===== src/rtl/mmpd_pkg.sv =====
// Shared constants and types for the min/max plot decimator.
// No dependencies; every other file refers to this package by scoped names.
package mmpd_pkg;

	localparam int MIN_BUCKETS = 16;
	localparam int MAX_BUCKETS = 4096;
	localparam int MAX_SAMPLES = 1048576;

	// positions, counts and bucket figures all fit one width
	localparam int POS_W    = 21;
	localparam int X_W      = 32;
	localparam int Y_W      = 16;
	localparam int GAIN_W   = 16;
	localparam int BIAS_W   = 32;
	localparam int XSUM_W   = X_W + 1;
	localparam int XPT_W    = 48;
	localparam int YOUT_W   = 32;
	localparam int CFG_IDX_W  = 3;
	localparam int CFG_DATA_W = 32;

	localparam logic signed [GAIN_W-1:0] GAIN_ONE = 16'sd256;
	localparam logic signed [Y_W-1:0]    Y_POS_MAX = 16'sh7FFF;
	localparam logic signed [Y_W-1:0]    Y_NEG_MAX = 16'sh8000;

	// register indexes
	localparam logic [CFG_IDX_W-1:0] REG_TOTAL_SAMPLES = 3'd0;
	localparam logic [CFG_IDX_W-1:0] REG_WINDOW_START  = 3'd1;
	localparam logic [CFG_IDX_W-1:0] REG_WINDOW_END    = 3'd2;
	localparam logic [CFG_IDX_W-1:0] REG_REQ_BUCKETS   = 3'd3;
	localparam logic [CFG_IDX_W-1:0] REG_X_GAIN        = 3'd4;
	localparam logic [CFG_IDX_W-1:0] REG_X_BIAS        = 3'd5;
	localparam logic [CFG_IDX_W-1:0] REG_Y_GAIN        = 3'd6;
	localparam logic [CFG_IDX_W-1:0] REG_Y_BIAS        = 3'd7;

	// configuration with the window and bucket figures already worked out
	typedef struct packed {
		logic [POS_W-1:0] tot;
		logic [POS_W-1:0] ws;
		logic [POS_W-1:0] we;
		logic [POS_W-1:0] n;
		logic [POS_W-1:0] b;
		logic             win_ok;
		logic signed [GAIN_W-1:0] x_gain;
		logic signed [BIAS_W-1:0] x_bias;
		logic signed [GAIN_W-1:0] y_gain;
		logic signed [BIAS_W-1:0] y_bias;
	} cfg_t;

	// one closed bucket, before scaling
	typedef struct packed {
		logic [XSUM_W-1:0]    x_sum;
		logic signed [Y_W-1:0] y_min;
		logic signed [Y_W-1:0] y_max;
		logic                 last;
	} bucket_t;

endpackage


===== src/rtl/min_max_plot_decimator.sv =====
// Min/max plot decimator top level: config block, bucket tracker, scaler.
// Depends on mmpd_pkg, mmpd_cfg, mmpd_track and mmpd_scale.
//
// channel   direction  handshake              payload
// -------   ---------  ---------------------  ------------------------------------
// in        input      in_valid / in_stall    x_value, y_value
// out       output     out_valid / out_stall  x_point, y_low, y_high, final_bucket
// cfg       input      cfg_wr_en              cfg_index, cfg_data
//
// One sample word accepted per cycle while in_stall is low; a closed bucket passes the input reg,
// tracking reg, multiply reg and output reg after its closing sample is accepted.
// The bucket state update sits between the input and tracking regs.
// Reset clears all control state; no clearing pass is needed.
// Stalls back up stage by stage; empty stages still take words.
module min_max_plot_decimator (
	input  logic                                clk,
	input  logic                                arst_n,
	input  logic                                cfg_wr_en,
	input  logic [mmpd_pkg::CFG_IDX_W-1:0]      cfg_index,
	input  logic [mmpd_pkg::CFG_DATA_W-1:0]     cfg_data,
	input  logic                                in_valid,
	output logic                                in_stall,
	input  logic [mmpd_pkg::X_W-1:0]            x_value,
	input  logic signed [mmpd_pkg::Y_W-1:0]     y_value,
	output logic                                out_valid,
	input  logic                                out_stall,
	output logic signed [mmpd_pkg::XPT_W-1:0]   x_point,
	output logic signed [mmpd_pkg::YOUT_W-1:0]  y_low,
	output logic signed [mmpd_pkg::YOUT_W-1:0]  y_high,
	output logic                                final_bucket
);

	mmpd_pkg::cfg_t    cfg;
	mmpd_pkg::bucket_t bkt;
	logic              bkt_valid;
	logic              bkt_stall;

	mmpd_cfg u_cfg (
		.clk       (clk),
		.arst_n    (arst_n),
		.cfg_wr_en (cfg_wr_en),
		.cfg_index (cfg_index),
		.cfg_data  (cfg_data),
		.cfg       (cfg)
	);

	mmpd_track u_track (
		.clk       (clk),
		.arst_n    (arst_n),
		.cfg       (cfg),
		.in_valid  (in_valid),
		.in_stall  (in_stall),
		.x_value   (x_value),
		.y_value   (y_value),
		.bkt_valid (bkt_valid),
		.bkt_stall (bkt_stall),
		.bkt       (bkt)
	);

	mmpd_scale u_scale (
		.clk          (clk),
		.arst_n       (arst_n),
		.cfg          (cfg),
		.bkt_valid    (bkt_valid),
		.bkt_stall    (bkt_stall),
		.bkt          (bkt),
		.out_valid    (out_valid),
		.out_stall    (out_stall),
		.x_point      (x_point),
		.y_low        (y_low),
		.y_high       (y_high),
		.final_bucket (final_bucket)
	);

endmodule


===== src/rtl/mmpd_cfg.sv =====
// Configuration registers and the derived window / bucket-count figures.
// Depends on mmpd_pkg.
module mmpd_cfg (
	input  logic                              clk,
	input  logic                              arst_n,
	input  logic                              cfg_wr_en,
	input  logic [mmpd_pkg::CFG_IDX_W-1:0]    cfg_index,
	input  logic [mmpd_pkg::CFG_DATA_W-1:0]   cfg_data,
	output mmpd_pkg::cfg_t                    cfg
);

	logic [mmpd_pkg::POS_W-1:0]         total_q;
	logic [mmpd_pkg::POS_W-1:0]         start_q;
	logic [mmpd_pkg::POS_W-1:0]         end_q;
	logic [15:0]                        req_q;
	logic signed [mmpd_pkg::GAIN_W-1:0] x_gain_q;
	logic signed [mmpd_pkg::BIAS_W-1:0] x_bias_q;
	logic signed [mmpd_pkg::GAIN_W-1:0] y_gain_q;
	logic signed [mmpd_pkg::BIAS_W-1:0] y_bias_q;

	logic [mmpd_pkg::POS_W-1:0] tot, ws, we, n, req_w, b_clamp, b;

	always_ff @(posedge clk or negedge arst_n) begin
		if (!arst_n) begin
			total_q  <= '0;
			start_q  <= '0;
			end_q    <= '0;
			req_q    <= '0;
			x_gain_q <= mmpd_pkg::GAIN_ONE;
			x_bias_q <= '0;
			y_gain_q <= mmpd_pkg::GAIN_ONE;
			y_bias_q <= '0;
		end else if (cfg_wr_en) begin
			unique case (cfg_index)
				mmpd_pkg::REG_TOTAL_SAMPLES: total_q  <= cfg_data[mmpd_pkg::POS_W-1:0];
				mmpd_pkg::REG_WINDOW_START:  start_q  <= cfg_data[mmpd_pkg::POS_W-1:0];
				mmpd_pkg::REG_WINDOW_END:    end_q    <= cfg_data[mmpd_pkg::POS_W-1:0];
				mmpd_pkg::REG_REQ_BUCKETS:   req_q    <= cfg_data[15:0];
				mmpd_pkg::REG_X_GAIN:        x_gain_q <= $signed(cfg_data[mmpd_pkg::GAIN_W-1:0]);
				mmpd_pkg::REG_X_BIAS:        x_bias_q <= $signed(cfg_data[mmpd_pkg::BIAS_W-1:0]);
				mmpd_pkg::REG_Y_GAIN:        y_gain_q <= $signed(cfg_data[mmpd_pkg::GAIN_W-1:0]);
				mmpd_pkg::REG_Y_BIAS:        y_bias_q <= $signed(cfg_data[mmpd_pkg::BIAS_W-1:0]);
				default: ;
			endcase
		end
	end

	always_comb begin
		tot = (total_q > mmpd_pkg::POS_W'(mmpd_pkg::MAX_SAMPLES))
			? mmpd_pkg::POS_W'(mmpd_pkg::MAX_SAMPLES) : total_q;
		ws = (start_q < tot) ? start_q : tot;
		we = (end_q < tot) ? end_q : tot;
		n  = we - ws;
		req_w = mmpd_pkg::POS_W'(req_q);
		if (req_w < mmpd_pkg::POS_W'(mmpd_pkg::MIN_BUCKETS))
			b_clamp = mmpd_pkg::POS_W'(mmpd_pkg::MIN_BUCKETS);
		else if (req_w > mmpd_pkg::POS_W'(mmpd_pkg::MAX_BUCKETS))
			b_clamp = mmpd_pkg::POS_W'(mmpd_pkg::MAX_BUCKETS);
		else
			b_clamp = req_w;
		if (req_q == '0)
			b = n;
		else
			b = (b_clamp > n) ? n : b_clamp;

		cfg.tot    = tot;
		cfg.ws     = ws;
		cfg.we     = we;
		cfg.n      = n;
		cfg.b      = b;
		cfg.win_ok = ws < we;
		cfg.x_gain = x_gain_q;
		cfg.x_bias = x_bias_q;
		cfg.y_gain = y_gain_q;
		cfg.y_bias = y_bias_q;
	end

endmodule


===== src/rtl/mmpd_track.sv =====
// Input register, set/bucket tracking state and the closed-bucket register.
// Depends on mmpd_pkg.
module mmpd_track (
	input  logic                          clk,
	input  logic                          arst_n,
	input  mmpd_pkg::cfg_t                cfg,
	input  logic                          in_valid,
	output logic                          in_stall,
	input  logic [mmpd_pkg::X_W-1:0]      x_value,
	input  logic signed [mmpd_pkg::Y_W-1:0] y_value,
	output logic                          bkt_valid,
	input  logic                          bkt_stall,
	output mmpd_pkg::bucket_t             bkt
);

	logic                               valid_s1;
	logic [mmpd_pkg::X_W-1:0]           x_s1;
	logic signed [mmpd_pkg::Y_W-1:0]    y_s1;
	logic                               valid_s2;
	mmpd_pkg::bucket_t                  bkt_s2;

	// gap = bucket progress sum minus sample progress sum; it stays below N
	logic [mmpd_pkg::POS_W-1:0]         pos_q;
	logic [mmpd_pkg::POS_W-1:0]         gap_q;
	logic signed [mmpd_pkg::Y_W-1:0]    min_q;
	logic signed [mmpd_pkg::Y_W-1:0]    max_q;
	logic [mmpd_pkg::X_W-1:0]           first_x_q;

	logic adv_s1, adv_s2, fire;
	logic tot_zero, restart, in_win, at_start, empty, close, end_set;
	logic [mmpd_pkg::POS_W-1:0]      p, p_next, gap_b, gap_c, gap_n;
	logic [mmpd_pkg::POS_W:0]        gap_sum;
	logic signed [mmpd_pkg::Y_W-1:0] min_b, max_b, min_c, max_c, min_n, max_n;
	logic [mmpd_pkg::X_W-1:0]        first_x_n;

	assign adv_s2   = !valid_s2 || !bkt_stall;
	assign adv_s1   = !valid_s1 || adv_s2;
	assign in_stall = !adv_s1;
	assign fire     = valid_s1 && adv_s2;

	always_comb begin
		tot_zero = cfg.tot == '0;
		restart  = pos_q >= cfg.tot;
		p        = restart ? '0 : pos_q;
		gap_b    = restart ? '0 : gap_q;
		min_b    = restart ? mmpd_pkg::Y_POS_MAX : min_q;
		max_b    = restart ? mmpd_pkg::Y_NEG_MAX : max_q;
		in_win   = cfg.win_ok && (p >= cfg.ws) && (p < cfg.we);
		at_start = p == cfg.ws;
		gap_c    = at_start ? (cfg.n - cfg.b) : gap_b;
		min_c    = at_start ? mmpd_pkg::Y_POS_MAX : min_b;
		max_c    = at_start ? mmpd_pkg::Y_NEG_MAX : max_b;
		empty     = min_c > max_c;
		first_x_n = empty ? x_s1 : first_x_q;
		min_n     = (y_s1 < min_c) ? y_s1 : min_c;
		max_n     = (y_s1 > max_c) ? y_s1 : max_c;
		close     = !tot_zero && in_win && (cfg.b > gap_c);
		gap_sum   = {1'b0, gap_c} + (close ? {1'b0, cfg.n} : '0) - {1'b0, cfg.b};
		gap_n     = gap_sum[mmpd_pkg::POS_W-1:0];
		p_next    = p + 1'b1;
		end_set   = p_next >= cfg.tot;
	end

	always_ff @(posedge clk or negedge arst_n) begin
		if (!arst_n) begin
			valid_s1 <= 1'b0;
			valid_s2 <= 1'b0;
			pos_q    <= '0;
			gap_q    <= '0;
			min_q    <= mmpd_pkg::Y_POS_MAX;
			max_q    <= mmpd_pkg::Y_NEG_MAX;
		end else begin
			if (adv_s1)
				valid_s1 <= in_valid;
			if (adv_s2)
				valid_s2 <= fire && close;
			if (fire) begin
				if (tot_zero) begin
					pos_q <= '0;
				end else if (end_set) begin
					pos_q <= '0;
					gap_q <= '0;
					min_q <= mmpd_pkg::Y_POS_MAX;
					max_q <= mmpd_pkg::Y_NEG_MAX;
				end else if (in_win) begin
					pos_q <= p_next;
					gap_q <= gap_n;
					min_q <= close ? mmpd_pkg::Y_POS_MAX : min_n;
					max_q <= close ? mmpd_pkg::Y_NEG_MAX : max_n;
				end else begin
					pos_q <= p_next;
					gap_q <= gap_b;
					min_q <= min_b;
					max_q <= max_b;
				end
			end
		end
	end

	always_ff @(posedge clk) begin
		if (in_valid && adv_s1) begin
			x_s1 <= x_value;
			y_s1 <= y_value;
		end
		if (fire && !tot_zero && !end_set && in_win)
			first_x_q <= first_x_n;
		if (fire && close) begin
			bkt_s2.x_sum <= mmpd_pkg::XSUM_W'(first_x_n) + mmpd_pkg::XSUM_W'(x_s1);
			bkt_s2.y_min <= min_n;
			bkt_s2.y_max <= max_n;
			bkt_s2.last  <= p_next == cfg.we;
		end
	end

	assign bkt_valid = valid_s2;
	assign bkt       = bkt_s2;

endmodule


===== src/rtl/mmpd_scale.sv =====
// Q8.8 scaling of a closed bucket: multiply stage, then bias, saturation
// and ordering into the output register. Depends on mmpd_pkg.
module mmpd_scale (
	input  logic                              clk,
	input  logic                              arst_n,
	input  mmpd_pkg::cfg_t                    cfg,
	input  logic                              bkt_valid,
	output logic                              bkt_stall,
	input  mmpd_pkg::bucket_t                 bkt,
	output logic                              out_valid,
	input  logic                              out_stall,
	output logic signed [mmpd_pkg::XPT_W-1:0] x_point,
	output logic signed [mmpd_pkg::YOUT_W-1:0] y_low,
	output logic signed [mmpd_pkg::YOUT_W-1:0] y_high,
	output logic                              final_bucket
);

	localparam int XP_W = mmpd_pkg::XSUM_W + 1 + mmpd_pkg::GAIN_W;
	localparam int YP_W = mmpd_pkg::Y_W + mmpd_pkg::GAIN_W;
	localparam int YS_W = mmpd_pkg::YOUT_W + 2;

	function automatic logic signed [mmpd_pkg::YOUT_W-1:0] sat_y(
		input logic signed [YS_W-1:0] v);
		logic signed [mmpd_pkg::YOUT_W-1:0] r;
		if (v[YS_W-1:mmpd_pkg::YOUT_W-1] == '0 || v[YS_W-1:mmpd_pkg::YOUT_W-1] == '1)
			r = v[mmpd_pkg::YOUT_W-1:0];
		else if (v[YS_W-1])
			r = {1'b1, {(mmpd_pkg::YOUT_W-1){1'b0}}};
		else
			r = {1'b0, {(mmpd_pkg::YOUT_W-1){1'b1}}};
		return r;
	endfunction

	logic                        valid_s3;
	logic signed [XP_W-1:0]      px_s3;
	logic signed [YP_W-1:0]      pmin_s3;
	logic signed [YP_W-1:0]      pmax_s3;
	logic                        last_s3;
	logic                        out_valid_q;
	logic signed [mmpd_pkg::XPT_W-1:0]  x_point_q;
	logic signed [mmpd_pkg::YOUT_W-1:0] y_low_q, y_high_q;
	logic                        last_q;

	logic adv_o, adv_s3;
	logic signed [XP_W-1:0] xs_w, xg_w;
	logic signed [YP_W-1:0] ymin_w, ymax_w, yg_w;
	logic signed [mmpd_pkg::XPT_W-1:0]  x_res;
	logic signed [YS_W-1:0]             ya_sum, yb_sum;
	logic signed [mmpd_pkg::YOUT_W-1:0] ya, yb;

	assign adv_o     = !out_valid_q || !out_stall;
	assign adv_s3    = !valid_s3 || adv_o;
	assign bkt_stall = !adv_s3;

	always_comb begin
		xs_w   = XP_W'($signed({1'b0, bkt.x_sum}));
		xg_w   = XP_W'(cfg.x_gain);
		ymin_w = YP_W'(bkt.y_min);
		ymax_w = YP_W'(bkt.y_max);
		yg_w   = YP_W'(cfg.y_gain);
	end

	// arithmetic shifts give the floor of the Q8.8 products
	always_comb begin
		x_res  = mmpd_pkg::XPT_W'($signed(px_s3[XP_W-1:9]))
			+ mmpd_pkg::XPT_W'(cfg.x_bias);
		ya_sum = YS_W'($signed(pmin_s3[YP_W-1:8])) + YS_W'(cfg.y_bias);
		yb_sum = YS_W'($signed(pmax_s3[YP_W-1:8])) + YS_W'(cfg.y_bias);
		ya     = sat_y(ya_sum);
		yb     = sat_y(yb_sum);
	end

	always_ff @(posedge clk or negedge arst_n) begin
		if (!arst_n) begin
			valid_s3    <= 1'b0;
			out_valid_q <= 1'b0;
		end else begin
			if (adv_s3)
				valid_s3 <= bkt_valid;
			if (adv_o)
				out_valid_q <= valid_s3;
		end
	end

	// scaling is monotone, so a negative y gain alone swaps min and max
	always_ff @(posedge clk) begin
		if (bkt_valid && adv_s3) begin
			px_s3   <= xs_w * xg_w;
			pmin_s3 <= ymin_w * yg_w;
			pmax_s3 <= ymax_w * yg_w;
			last_s3 <= bkt.last;
		end
		if (valid_s3 && adv_o) begin
			x_point_q <= x_res;
			y_low_q   <= cfg.y_gain[mmpd_pkg::GAIN_W-1] ? yb : ya;
			y_high_q  <= cfg.y_gain[mmpd_pkg::GAIN_W-1] ? ya : yb;
			last_q    <= last_s3;
		end
	end

	assign out_valid    = out_valid_q;
	assign x_point      = x_point_q;
	assign y_low        = y_low_q;
	assign y_high       = y_high_q;
	assign final_bucket = last_q;

endmodule

===== config.mk =====
export PLATFORM = sky130hd
export DESIGN_NAME = min_max_plot_decimator
export DESIGN_NICKNAME = d
export VERILOG_FILES = /design/src/rtl/mmpd_pkg.sv /design/src/rtl/min_max_plot_decimator.sv /design/src/rtl/mmpd_cfg.sv /design/src/rtl/mmpd_track.sv /design/src/rtl/mmpd_scale.sv
export SDC_FILE = /design/constraint.sdc
export NUM_CORES = 2
export LEC_CHECK = 0
export ABC_CLOCK_PERIOD_IN_PS = 15800
export BUFFER_PORTS_ARGS = -buffer_cell sky130_fd_sc_hd__buf_2
export CAP_MARGIN = 25
export CELL_PAD_IN_SITES_DETAIL_PLACEMENT = 0
export CELL_PAD_IN_SITES_GLOBAL_PLACEMENT = 1
export CORE_ASPECT_RATIO = 2
export CORE_UTILIZATION = 30
export CTS_CLUSTER_SIZE = 40
export DETAILED_ROUTE_END_ITERATION = 12
export PLACE_DENSITY = 0.58
export SLEW_MARGIN = 20
export SYNTH_ARGS = -nofsm -noshare
export SYNTH_HDL_FRONTEND = slang
export SYNTH_SLANG_ARGS = --single-unit

===== constraint.sdc =====
create_clock -name clk -period 15.8 [get_ports clk]
set_input_delay 1.58 -clock clk [delete_from_list [all_inputs] [get_ports clk]]
set_output_delay 1.58 -clock clk [all_outputs]
set_load 0.01 [all_outputs]

==> results.json <==
{
  "fin_crit_ns": 14.99,
  "yosys.cell_types.count": 99,
  "synth_xor_area_frac": 0.0356,
  "final_util": 0.341,
  "skew_ns": 0.0552,
  "grtUsageMet3": 0.0250,
  "routed_wl_um": 255000,
  "grt_util_all_layers": 0.212,
  "port_buffers": 202,
  "drtIter0Drc": 2542,
  "cp_slowest_cell": "fa_1",
  "overflow": 0,
  "required_ns": 16.33,
  "cap_viol_max_count": 0,
  "grt-busiest-layer": "met2",
  "cp_common_cell": "a21o_1",
  "viasPerCell": 4.93,
  "dp_hpwl_um": 206000,
  "hold_viol_final": 0,
  "placementRows": 255,
  "dieWidth_um": 351,
  "grt_max_degree": 137,
  "cts_made_buffers": 68,
  "fill_cells": 24900,
  "h-tree-depth": 3,
  "fin_nets": 9571,
  "pre_cts_ws_ns": -0.0778,
  "dieArea_um2": 246000,
  "worstSetupStartpointType": "flop",
  "synth_ff_type": "edfxtp_1",
  "die_h_um": 700,
  "num_io_pins": 203,
  "tritoncts": "yes",
  "wl_per_cell_um": 23.1,
  "netlist_area_um2": 73000,
  "hold_class": "flop to flop",
  "slew-limit-headroom": 0.272,
  "synth_edf_count": 343,
  "core_um2": 242000,
  "drtPass1Iterations": 5,
  "setup_viol": 0,
  "final.period_utilization": 0.949,
  "synthMuxAreaShare": 0.0360,
  "final_area_um2": 82400,
  "first_global_vias": 61100,
  "fmaxAchievable_mhz": 66.7,
  "gp_congestion": 0.931,
  "ys_async_sr_fraction": 0.424,
  "ys_seq_elements": 596,
  "remaining_drc_errors": 0,
  "cp_max_fo": 5,
  "antenna_found_initial": 32,
  "path_clk_slew_ns": 0.08,
  "end_kind": "flop",
  "synthCells": 7418,
  "cts_max_path_buffers": 3,
  "ant_nets": 0,
  "clkLatencyLatePin_ns": 0.71,
  "holdWs_ns": 0.414,
  "synthAdderAreaFrac": 0.393,
  "root_buffer": "clkbuf_16",
  "grt_pass1_wl_um": 381000,
  "postSynthAreaPerCell_um2": 9.84,
  "drive_gt1_frac": 0.128,
  "worst_slew_pin_slew_ns": 1.09,
  "gr-usage-met2": 0.416,
  "final_max_slew_viol_count": 0,
  "areaGrowthSynthToFinish_pct": 12.9,
  "critPathKind": "flop to flop",
  "synthSimpleGateAreaFrac": 0.132,
  "synth-compound-area-share": 0.0960,
  "synth_top_family_by_area": "adder cells",
  "cpPeakStageDelay_ns": 0.44,
  "clock_sink_count": 596,
  "initial_core_util": 0.302,
  "status": "complete, no violations",
  "vias": 54600,
  "seq_area_frac_synth": 0.228,
  "worstPathArrival_ns": 15.52,
  "yosysWarningCount": 0,
  "met1_usage": 0.201,
  "r2r_slack_ns": 0.81,
  "placed_area_um2": 79900,
  "setup_slack_ns": 0.808
}
## sequential cells by signal (all words and copies together) (netlist names), 16 cells and up
name and cells:
u_cfg.y_gain_q 16, u_cfg.x_gain_q 16, u_scale.y_high 32, u_track.bkt 66, u_track.gap_q 21, u_scale.y_low 32
u_cfg.total_q 21, u_scale.pmax_s3 24, u_scale.px_s3 41, u_track.pos_q 21, u_cfg.x_bias_q 32, u_track.min_q 16
u_track.max_q 16, u_track.x_s1 32, u_cfg.y_bias_q 32, u_track.first_x_q 32, u_cfg.end_q 21, u_scale.pmin_s3 24
u_scale.x_point 42, u_cfg.req_q 16, u_cfg.start_q 21, u_track.y_s1 16
## logic make-up after synthesis
| group | after synthesis |
|---|---|
| XOR/XNOR | 297 |
| other | 1 |
| multiplexers | 237 |
| AO/OA/AOI/OAI | 1061 |
| buffers and inverters | 1511 |
| flip-flops | 596 |
| adder cells (fa/ha/maj) | 1710 |
| AND/OR/NAND/NOR | 2005 |
## through the flow
| step | std cells | TNS, ns |
|---|---|---|
| 6_report | 11100 | 0 |
| 5_1_grt | 11100 | -0.0336 |
| 4_1_cts | 11000 | 0 |
| 3_5_place_dp | 10900 | -0.0778 |
| 3_3_place_gp | 10900 | -0.317 |
| 2_1_floorplan | 7420 | 0 |
## cell usage after synthesis (all sizes together), types with 15 or more instances
library cell | number | area share
a21oi | 265 | 0.018
a31oi | 41 | 0.0035
inv | 1233 | 0.063
o22a | 16 | 0.0019
nor3 | 58 | 0.0040
nor2b | 45 | 0.0039
or2 | 15 | 0.0013
o21ai | 208 | 0.014
a211oi | 23 | 0.0024
dfrtp | 235 | 0.081
mux2 | 197 | 0.030
o211ai | 27 | 0.0028
xnor2 | 202 | 0.024
edfxtp | 343 | 0.14
a22o | 38 | 0.0046
and2 | 405 | 0.035
a21boi | 16 | 0.0017
fa | 979 | 0.27
o21bai | 26 | 0.0027
nand4 | 49 | 0.0042
nand2 | 863 | 0.044
nand3 | 59 | 0.0040
nand2b | 111 | 0.0095
nor2 | 289 | 0.015
dfstp | 18 | 0.0065
clkbuf | 254 | 0.013
o31ai | 17 | 0.0018
nor4 | 21 | 0.0019
buf | 23 | 0.0021
a21o | 154 | 0.016
mux2i | 40 | 0.0057
ha | 719 | 0.12
xor2 | 95 | 0.011
o21a | 79 | 0.0081
o22ai | 23 | 0.0020
and3 | 32 | 0.0027
## critical path: cells and delay by family, from the launching register on
kind                       cells  cell delay (ns)
muxes                          1             0.18
buffers and inverters         14             1.80
DFF                            1             0.42
adders and majority gates      8             2.57
and+or+nand+nor               16             2.96
xor gates and xnor gates       3             0.41
AOI/OAI and AO/OA             37             6.48
## final cells by class
type | count | area, um2 | area share
Antenna cell | 17 | 42.5 | 0.000516
Clock inverter | 38 | 399 | 0.00484
Multi-Input combinational cell | 5313 | 50900 | 0.617
Clock buffer | 87 | 1890 | 0.0229
Tap cell | 3212 | 4020 | 0.0488
Timing Repair Buffer | 572 | 3900 | 0.0473
Sequential cell | 596 | 16700 | 0.202
Inverter | 1234 | 4630 | 0.0562
## layout by cell type, fill, tap and decap left out, drive strengths merged, types with 17 or more instances in the layout
cell,count
inv,1244
fa,979
nand2,863
ha,719
buf,572
and2,405
edfxtp,343
nor2,289
a21oi,265
dfrtp,235
o21ai,208
xnor2,202
mux2,197
a21o,154
nand2b,111
xor2,95
clkbuf,87
o21a,79
nand3,59
nor3,58
nand4,49
nor2b,45
a31oi,41
mux2i,40
a22o,38
and3,32
o211ai,27
o21bai,26
o22ai,23
a211oi,23
nor4,21
clkinv,21
dfstp,18
diode,17
o31ai,17
## repair_timing
action,4_1_cts,5_1_grt
hold buffers,0,0
setup endpoints to repair,3,10
buffers inserted,0,7
pin swaps,0,16
resized for setup,5,36
## final timing paths
| check | start | end | cells after the start |
|---|---|---|---|
| max in group asynchronous | arst_n | u_cfg.x_gain_q[11] | 2 |
| worst max register to register | u_cfg.total_q[18] | u_track.gap_q[19] | 79 |
| worst max-delay path | u_cfg.total_q[18] | u_track.gap_q[19] | 79 |
| min in group asynchronous | arst_n | u_cfg.start_q[2] | 1 |
| worst min-delay path | u_track.bkt[0] | u_scale.last_s3 | 0 |
| worst min register to register | u_track.bkt[0] | u_scale.last_s3 | 0 |
## per-layer routing
layer | vias up | wire length, um
met2 | 1264 | 142000
li1 | 24900 | -
met3 | 615 | 9040
met1 | 27800 | 83500
met5 | - | 55
met4 | 10 | 20800
Power is not shown: default switching activity piles up to over one toggle a cycle in this logic, so the estimate is an artifact.
